[src/rtl/core/ed3d_pkg.sv]
// shared constants for the 3d euclidean distance block
`default_nettype none

package ed3d_pkg;

   // default coordinate width, signed q8.8
   localparam int COORD_WIDTH_DEF = 16;

   // width of the distance result
   localparam int DIST_WIDTH = 17;

   // number of axes per point
   localparam int NUM_AXES = 3;

endpackage : ed3d_pkg

`default_nettype wire

[src/rtl/core/ed3d_front.sv]
// front end: per-axis difference magnitude, squares and their sum
`default_nettype none

module ed3d_front #(
   parameter int COORD_WIDTH = ed3d_pkg::COORD_WIDTH_DEF
) (
   input  logic                              clock,
   input  logic                              reset,
   input  logic                              in_valid,
   output logic                              in_ready,
   input  logic signed [COORD_WIDTH-1:0]     in_a [ed3d_pkg::NUM_AXES],
   input  logic signed [COORD_WIDTH-1:0]     in_b [ed3d_pkg::NUM_AXES],
   output logic                              out_valid,
   input  logic                              out_ready,
   output logic        [2*COORD_WIDTH+1:0]   out_sum
);

   import ed3d_pkg::*;

   localparam int SqWidth  = 2 * COORD_WIDTH;
   localparam int SumWidth = SqWidth + 2;

   logic                         mag_valid_ff, mag_valid_in;
   logic                         sq_valid_ff, sq_valid_in;
   logic                         sum_valid_ff, sum_valid_in;
   logic                         mag_ready, sq_ready, sum_ready;
   logic signed [COORD_WIDTH:0]  diff [NUM_AXES];
   logic [COORD_WIDTH-1:0]       mag_in [NUM_AXES];
   logic [COORD_WIDTH-1:0]       mag_ff [NUM_AXES];
   logic [SqWidth-1:0]           sq_in [NUM_AXES];
   logic [SqWidth-1:0]           sq_ff [NUM_AXES];
   logic [SumWidth-1:0]          sum_in;
   logic [SumWidth-1:0]          sum_ff;

   // stage ready chain, a stage moves when it is empty or its successor takes
   always_comb begin
      sum_ready = !sum_valid_ff || out_ready;
      sq_ready  = !sq_valid_ff || sum_ready;
      mag_ready = !mag_valid_ff || sq_ready;
      in_ready  = mag_ready;
      mag_valid_in = mag_ready ? in_valid : mag_valid_ff;
      sq_valid_in  = sq_ready ? mag_valid_ff : sq_valid_ff;
      sum_valid_in = sum_ready ? sq_valid_ff : sum_valid_ff;
   end

   // difference magnitude per axis, sign extended by one bit
   always_comb begin
      for (int i = 0; i < NUM_AXES; i++) begin
         diff[i] = $signed({in_b[i][COORD_WIDTH-1], in_b[i]})
                 - $signed({in_a[i][COORD_WIDTH-1], in_a[i]});
         mag_in[i] = diff[i][COORD_WIDTH] ? COORD_WIDTH'(-diff[i])
                                          : diff[i][COORD_WIDTH-1:0];
      end
   end

   // one multiplier per axis
   always_comb begin
      for (int i = 0; i < NUM_AXES; i++) begin
         sq_in[i] = SqWidth'(mag_ff[i]) * SqWidth'(mag_ff[i]);
      end
   end

   // full width sum of the three squares
   always_comb begin
      sum_in = SumWidth'(sq_ff[0]) + SumWidth'(sq_ff[1]) + SumWidth'(sq_ff[2]);
   end

   // stage valid flags
   always_ff @(posedge clock) begin
      if (reset) begin
         mag_valid_ff <= 1'b0;
         sq_valid_ff  <= 1'b0;
         sum_valid_ff <= 1'b0;
      end else begin
         mag_valid_ff <= mag_valid_in;
         sq_valid_ff  <= sq_valid_in;
         sum_valid_ff <= sum_valid_in;
      end
   end

   // stage payloads
   always_ff @(posedge clock) begin
      if (in_valid && mag_ready) begin
         mag_ff <= mag_in;
      end
      if (mag_valid_ff && sq_ready) begin
         sq_ff <= sq_in;
      end
      if (sq_valid_ff && sum_ready) begin
         sum_ff <= sum_in;
      end
   end

   assign out_valid = sum_valid_ff;
   assign out_sum   = sum_ff;

endmodule : ed3d_front

`default_nettype wire

[src/rtl/core/ed3d_root_cell.sv]
// one square root cell: settles one root bit and hands the rest on
`default_nettype none

module ed3d_root_cell #(
   parameter int ROOT_WIDTH = ed3d_pkg::COORD_WIDTH_DEF + 1
) (
   input  logic                      clock,
   input  logic                      reset,
   input  logic                      in_valid,
   output logic                      in_ready,
   input  logic [2*ROOT_WIDTH-1:0]   in_rad,
   input  logic [ROOT_WIDTH+1:0]     in_rem,
   input  logic [ROOT_WIDTH-1:0]     in_root,
   output logic                      out_valid,
   input  logic                      out_ready,
   output logic [2*ROOT_WIDTH-1:0]   out_rad,
   output logic [ROOT_WIDTH+1:0]     out_rem,
   output logic [ROOT_WIDTH-1:0]     out_root
);

   localparam int RadWidth = 2 * ROOT_WIDTH;
   localparam int RemWidth = ROOT_WIDTH + 2;

   logic                  valid_ff, valid_in;
   logic [RadWidth-1:0]   rad_ff, rad_in;
   logic [RemWidth-1:0]   rem_ff, rem_in;
   logic [ROOT_WIDTH-1:0] root_ff, root_in;
   logic [RemWidth-1:0]   rem_shift;
   logic [RemWidth-1:0]   trial;
   logic                  take;

   // bring down the next two radicand bits and try the next root bit
   always_comb begin
      rem_shift = {in_rem[ROOT_WIDTH-1:0], in_rad[RadWidth-1 -: 2]};
      trial     = {in_root, 2'b01};
      take      = (rem_shift >= trial);
      rem_in    = take ? (rem_shift - trial) : rem_shift;
      root_in   = {in_root[ROOT_WIDTH-2:0], take};
      rad_in    = {in_rad[RadWidth-3:0], 2'b00};
   end

   // handshake toward the neighbors
   always_comb begin
      in_ready = !valid_ff || out_ready;
      valid_in = in_ready ? in_valid : valid_ff;
   end

   always_ff @(posedge clock) begin
      if (reset) begin
         valid_ff <= 1'b0;
      end else begin
         valid_ff <= valid_in;
      end
   end

   always_ff @(posedge clock) begin
      if (in_valid && in_ready) begin
         rad_ff  <= rad_in;
         rem_ff  <= rem_in;
         root_ff <= root_in;
      end
   end

   assign out_valid = valid_ff;
   assign out_rad   = rad_ff;
   assign out_rem   = rem_ff;
   assign out_root  = root_ff;

endmodule : ed3d_root_cell

`default_nettype wire

[src/rtl/core/euclidean_distance_3d_top.sv]
// top level of the 3d euclidean distance block
//
// Each request carries two points a and b with signed q8.8 coordinates of
// COORD_WIDTH bits. The response carries the truncated distance between
// them, floor(sqrt(dx^2 + dy^2 + dz^2)), as an unsigned 17-bit q9.8 value.
// Both channels use valid/stall: a transfer happens at a rising edge with
// valid high and stall low.
// Pipeline: three front stages for difference, square and sum, then one
// square root cell per root bit, COORD_WIDTH + 1 cells.
// Throughput: one request per cycle while rsp_stall is low; every stage
// and every cell holds its own request, so the pipeline carries up to
// COORD_WIDTH + 4 in flight.
// When rsp_stall is high, requests pile up behind the output; empty stages
// keep closing up, and req_stall rises only when every stage is occupied.
// Reset (synchronous, active high) empties the pipeline; the block has no
// other state and no configuration.
`default_nettype none

module euclidean_distance_3d_top #(
   parameter int COORD_WIDTH = ed3d_pkg::COORD_WIDTH_DEF
) (
   input  logic                              clock,
   input  logic                              reset,
   input  logic                              req_valid,
   output logic                              req_stall,
   input  logic signed [COORD_WIDTH-1:0]     req_a_x,
   input  logic signed [COORD_WIDTH-1:0]     req_a_y,
   input  logic signed [COORD_WIDTH-1:0]     req_a_z,
   input  logic signed [COORD_WIDTH-1:0]     req_b_x,
   input  logic signed [COORD_WIDTH-1:0]     req_b_y,
   input  logic signed [COORD_WIDTH-1:0]     req_b_z,
   output logic                              rsp_valid,
   input  logic                              rsp_stall,
   output logic        [ed3d_pkg::DIST_WIDTH-1:0] rsp_distance
);

   import ed3d_pkg::*;

   localparam int RootWidth = COORD_WIDTH + 1;
   localparam int RadWidth  = 2 * RootWidth;
   localparam int RemWidth  = RootWidth + 2;

   logic signed [COORD_WIDTH-1:0] coord_a [NUM_AXES];
   logic signed [COORD_WIDTH-1:0] coord_b [NUM_AXES];
   logic                          front_ready;
   logic                          chain_valid [RootWidth+1];
   logic                          chain_ready [RootWidth+1];
   logic [RadWidth-1:0]           chain_rad   [RootWidth+1];
   logic [RemWidth-1:0]           chain_rem   [RootWidth+1];
   logic [RootWidth-1:0]          chain_root  [RootWidth+1];

   // gather coordinates per axis
   always_comb begin
      coord_a[0] = req_a_x;
      coord_a[1] = req_a_y;
      coord_a[2] = req_a_z;
      coord_b[0] = req_b_x;
      coord_b[1] = req_b_y;
      coord_b[2] = req_b_z;
   end

   assign req_stall = !front_ready;

   // difference, square and sum stages
   ed3d_front #(
      .COORD_WIDTH (COORD_WIDTH)
   ) u_front (
      .clock     (clock),
      .reset     (reset),
      .in_valid  (req_valid),
      .in_ready  (front_ready),
      .in_a      (coord_a),
      .in_b      (coord_b),
      .out_valid (chain_valid[0]),
      .out_ready (chain_ready[0]),
      .out_sum   (chain_rad[0])
   );

   // square root starts from empty remainder and root
   assign chain_rem[0]  = '0;
   assign chain_root[0] = '0;

   // one cell per root bit, most significant first
   for (genvar k = 0; k < RootWidth; k++) begin : g_cell
      ed3d_root_cell #(
         .ROOT_WIDTH (RootWidth)
      ) u_cell (
         .clock     (clock),
         .reset     (reset),
         .in_valid  (chain_valid[k]),
         .in_ready  (chain_ready[k]),
         .in_rad    (chain_rad[k]),
         .in_rem    (chain_rem[k]),
         .in_root   (chain_root[k]),
         .out_valid (chain_valid[k+1]),
         .out_ready (chain_ready[k+1]),
         .out_rad   (chain_rad[k+1]),
         .out_rem   (chain_rem[k+1]),
         .out_root  (chain_root[k+1])
      );
   end

   // response side
   assign rsp_valid               = chain_valid[RootWidth];
   assign chain_ready[RootWidth]  = !rsp_stall;

   if (RootWidth >= DIST_WIDTH) begin : g_dist_trunc
      assign rsp_distance = chain_root[RootWidth][DIST_WIDTH-1:0];
   end else begin : g_dist_ext
      assign rsp_distance = DIST_WIDTH'(chain_root[RootWidth]);
   end

`ifndef SYNTH
   // the root is the floor: remainder never exceeds twice the root
   a_root_floor: assert property (@(posedge clock) disable iff (reset)
      chain_valid[RootWidth] |->
         (chain_rem[RootWidth] <= {1'b0, chain_root[RootWidth], 1'b0}))
      else $error("square root remainder too large");

   // input stalls only while a full pipeline waits on the receiver
   a_stall_full: assert property (@(posedge clock) disable iff (reset)
      req_stall |-> (rsp_valid && rsp_stall && chain_valid[0]))
      else $error("request stalled with room in the pipeline");

   // with the response side open every stage can move, so input never stalls
   a_stall_release: assert property (@(posedge clock) disable iff (reset)
      (!rsp_stall) |-> !req_stall)
      else $error("request stalled while response side is open");
`endif

endmodule : euclidean_distance_3d_top

`default_nettype wire

[config.mk]
export PLATFORM = sky130hd
export DESIGN_NAME = euclidean_distance_3d_top
export DESIGN_NICKNAME = d
export VERILOG_FILES = /design/src/rtl/core/ed3d_pkg.sv /design/src/rtl/core/ed3d_front.sv /design/src/rtl/core/ed3d_root_cell.sv /design/src/rtl/core/euclidean_distance_3d_top.sv
export SDC_FILE = /design/constraint.sdc
export NUM_CORES = 2
export LEC_CHECK = 0
export ABC_AREA = 1
export BUFFER_PORTS_ARGS = -buffer_cell sky130_fd_sc_hd__buf_2
export CORE_ASPECT_RATIO = 0.9
export CORE_MARGIN = 8
export CORE_UTILIZATION = 53
export CTS_BUF_LIST = sky130_fd_sc_hd__clkbuf_8
export DETAILED_ROUTE_END_ITERATION = 10
export PLACE_DENSITY = 0.76
export SYNTH_ARGS = -nofsm -noshare
export SYNTH_HDL_FRONTEND = slang
export SYNTH_HIERARCHICAL = 1
export SYNTH_SLANG_ARGS = --single-unit
[constraint.sdc]
create_clock -name clock -period 10.3 [get_ports clock]
set_clock_uncertainty 0.2 [all_clocks]
set_input_delay 2.06 -clock clock [delete_from_list [all_inputs] [get_ports clock]]
set_output_delay 2.06 -clock clock [all_outputs]
set_load 0.1 [all_outputs]
# After elaboration in Yosys (flattened, before gate mapping)
# Cells that the tools add are included.
[op_classes] n_reduce_logical=62 mux=19 mul=3 n_lt_le_gt_ge=17 addsub=24
[ops] operator="$mux 17" n=15
[ops] operator="$mul 16x16->32" n=3
[ops] operator="$sub 16x16->17" n=3
[ops] operator="$mux 16" n=3
[ops] operator="$neg 16->16" n=3
[ops] operator="$add 34x32->34" n=1
[ops] operator="$add 32x32->33" n=1
[ops] operator="$logic_not 1->1" n=22
[ops] operator="$logic_and 1x1->1" n=20
[ops] operator="$logic_or 1x1->1" n=20
[ops] operator="$ge 19x10->1" n=1
[ops] operator="$ge 19x11->1" n=1
[ops] operator="$ge 19x12->1" n=1
[ops] operator="$ge 19x13->1" n=1
[ops] operator="$ge 19x14->1" n=1
[ops] operator="$ge 19x15->1" n=1
[ops] operator="$ge 19x16->1" n=1
[ops] operator="$ge 19x17->1" n=1
[ops] operator="$ge 19x18->1" n=1
[ops] operator="$ge 19x3->1" n=1
[ops] operator="$ge 19x4->1" n=1
[ops] operator="$ge 19x5->1" n=1
[ops] operator="$ge 19x6->1" n=1
[ops] operator="$ge 19x7->1" n=1
[ops] operator="20 further kinds" n=20
[word_totals] regBits=881 output_inout_bits=19 word_cells=202

# Logic depth before layout (Yosys ltp)
[depth] word_depth=22 mapped_depth=41 ltp_nobuf=41

# Cells and area by module
# Netlist, hierarchy kept.
[by_module_without_submodules] module="ed3d_root_cell" cells_each=383 area_per_inst_um2=3842.4 n_inst=17 seq_area_each_um2=2062.0
[by_module_without_submodules] module="ed3d_front" cells_each=4129 area_per_inst_um2=34016.4 n_inst=1 seq_area_each_um2=5315.1
[by_module_without_submodules] module="euclidean_distance_3d_top" cells_each=3 area_per_inst_um2=11.3 n_inst=1 seq_area_each_um2=0.0

# Worst setup path before layout
# Ideal clock, no wire load.
[synth_path] path_kind="input port to flip-flop" startpoint="input rsp_stall" endpoint="register g_cell[0].u_cell.rad_ff[10], enable pin" setup_ps=516 required_ps=9584 path_slack_ps=2418 arrival_time_ps=7166 n_path_buf=0 cell_stages=35 cell_sequence="inv_1 inv_1 nand2_1 inv_1 nand2_1 inv_1 nand2_1 inv_1 nand2_1 inv_1 nand2_1 inv_1 nand2_1 inv_1 nand2_1 inv_1 nand2_1 inv_1 nand2_1 inv_1 nand2_1 inv_1 nand2_1 inv_1 nand2_1 inv_1 nand2_1 inv_1 nand2_1 inv_1 nand2_1 inv_1 nand2_1 inv_1 a21oi_1"
[synth_lines] element="from (decl)" line="euclidean_distance_3d_top.sv:33" source="input logic rsp_stall,"
[synth_lines] element="to (signal assigned)" line="ed3d_root_cell.sv:58" source="rad_ff <= rad_in;"
[synth_lines] element="to (decl)" line="ed3d_root_cell.sv:25" source="logic [RadWidth-1:0] rad_ff, rad_in;"

==> results.yml <==
grt:
  grt_pass1_vias: 62947
  grt_use_total: 0.2176
  grt_max_degree: 89
  grt_pass1_wl_um: 314600
  antenna_found_initial: 1
  gr-total-overflow: 0
hold_path:
  whs_path_depth: 0
  min_from: "g_cell[9].u_cell/out_rad[23]"
  min_to: "g_cell[10].u_cell/out_rad[25]"
  hp-class: "reg2reg"
timing:
  rsz0062_at_grt: "false"
  max_slew_margin: 0.2149
  finalHoldViolations: 0
  setup_viol: 0
  max_freq_mhz: 110.2
  setup_tns_ps: 0
  slew_violations: 0
  fin_crit_sh: 0.8810
  tightestPinTransition_ps: 1175
  period_minus_slack_ps: 9074
setup_path:
  rr_endpoint: "u_front/sq_ff[24]"
  r2r_start: "u_front/mag_ff[14]"
  crit_buf_inv: 22
  slowest_stage: "buf_2"
  critPathKind: "in2out"
  cp.required_ps: 8040
  reg2regPathDepth: 22
  critPathMaxStageDelay_ps: 460
  cp_top_family: "buffers and inverters"
  cp_max_fo: 3
  cp.arrival_ps: 6810
  endpoint_kind: "output port"
  path_common_cell: "inv_1"
  startpoint_type: "input port"
  ff2ff_setup_slack_ps: 3730
detailed_routing:
  via_count: 62327
  dr.pass1.iters: 6
  vias_per_cell: 5.121
  wl_per_cell_um: 15.86
  routed_wl_um: 193000
  drtIter0Drc: 4250
  postRouteAntennaNets: 0
  drc: 0
final_layout:
  multi_input_area_mm2: 0.04717
  area_growth_pct: 6.865
  utilization: 0.5703
  seqCellArea_mm2: 0.03067
  fillerInstances: 14171
  fin_cells: 12172
  fin_area_mm2: 0.09230
  fin_nets: 11235
  drive_gt1_frac: 0.1391
floorplan:
  core-area_mm2: 0.1619
  die_h_um: 399.0
  initial_utilization: 0.5336
  dieArea_mm2: 0.1762
  boundaryPins: 119
  rows: 140
  die_x_um: 441.5
clocking:
  clk_latency_ps: 880
  cts.path.max_buffers: 3
  tritoncts: "done"
  numClockSinks: 1028
  cts_hold_buffers: 0
  post_cts_buffers: 0
  ctsResizeCount: 0
  h-tree-depth: 4
  cts_buffers: 165
  clk_pin_slew_ps: 60
  clockRootBuffer: "clkbuf_8"
synthesis:
  syn_inst: 9695
  syn_area_per_cell_um2: 8.909
  syn_area_mm2: 0.08637
  ys_warn_count: 6
run:
  max_cap_violations: 0
run_status:
  status: "finished clean"
place:
  place_area_mm2: 0.08902
  place_hpwl_um: 154500
  placed_cells: 11868
  globalplace.congestion: 0.9181
  io_buffers: 118
==> state kept, by name (all words and copies together) (netlist names) <==
| signal | cells |
|---|---|
| g_cell.u_cell/out_rad | 272 |
| u_front/out_sum | 34 |
| u_front/out_valid | 1 |
| g_cell.u_cell/out_root | 289 |
| u_front/mag_valid_ff | 1 |
| u_front/sq_ff | 93 |
| g_cell.u_cell/out_valid | 17 |
| u_front/sq_valid_ff | 1 |
| u_front/mag_ff | 48 |
| g_cell.u_cell/out_rem | 272 |
==> placed cells by master, fill, tap and decap left out, drive strengths merged, types with 4 or more instances in the layout <==
cell type,n
nor3,44
o211ai,5
ha,705
nand2,2831
a31oi,30
bufinv,11
a21boi,4
xnor2,70
o21bai,16
dfxtp,20
o21a,10
inv,2130
edfxtp,1008
clkinvlp,8
clkinv,52
conb,68
nand3b,117
clkbuf,173
a21o,11
nor2,551
nor4,4
or2,7
nand3,664
o21ai,130
xor2,259
fa,525
a21oi,373
buf,136
and2,23
nand4,44
==> final cells by class <==
cell class	count	area share
antenna	3	0.00008134
clock buffer	173	0.02580
clock inverter	128	0.009679
inverter	2073	0.08432
multi-input combinational	6501	0.5111
sequential	1028	0.3323
tap	2130	0.02887
timing repair buffer	136	0.007862
==> metal layers <==
metal / track usage / share of wire / vias up
met5: 0 / 0 / -
met4: 0.05868 / 0.024 / 0
met3: 0.02838 / 0.049 / 326
met2: 0.3767 / 0.49 / 1567
met1: 0.2886 / 0.44 / 29586
li1: - / - / 30848
==> stage by stage <==
step | hold WS (ps) | worst slack [ps]
after floorplan | 200.3 | 2517
after global placement | 200.2 | 1318
after detailed placement | 204.5 | 1347
after CTS | 192.4 | 1264
after global routing | 197.1 | 656.0
final | 189.6 | 1226
==> worst max-delay path by stage <==
| stage | from | end | slack (ps) | cells after the start |
|---|---|---|---|---|
| floorplan | rsp_stall | g_cell[0].u_cell/out_rad[10] | 2520 | 35 |
| global placement | rsp_stall | req_stall | 1320 | 42 |
| detailed placement | rsp_stall | req_stall | 1350 | 42 |
| CTS | rsp_stall | req_stall | 1260 | 42 |
| global route | rsp_stall | req_stall | 660 | 42 |
| finish | rsp_stall | req_stall | 1230 | 42 |
Power is left out: the tool's default activity adds up to more than one toggle a clock period on the data nets, which glitch-free logic cannot reach.
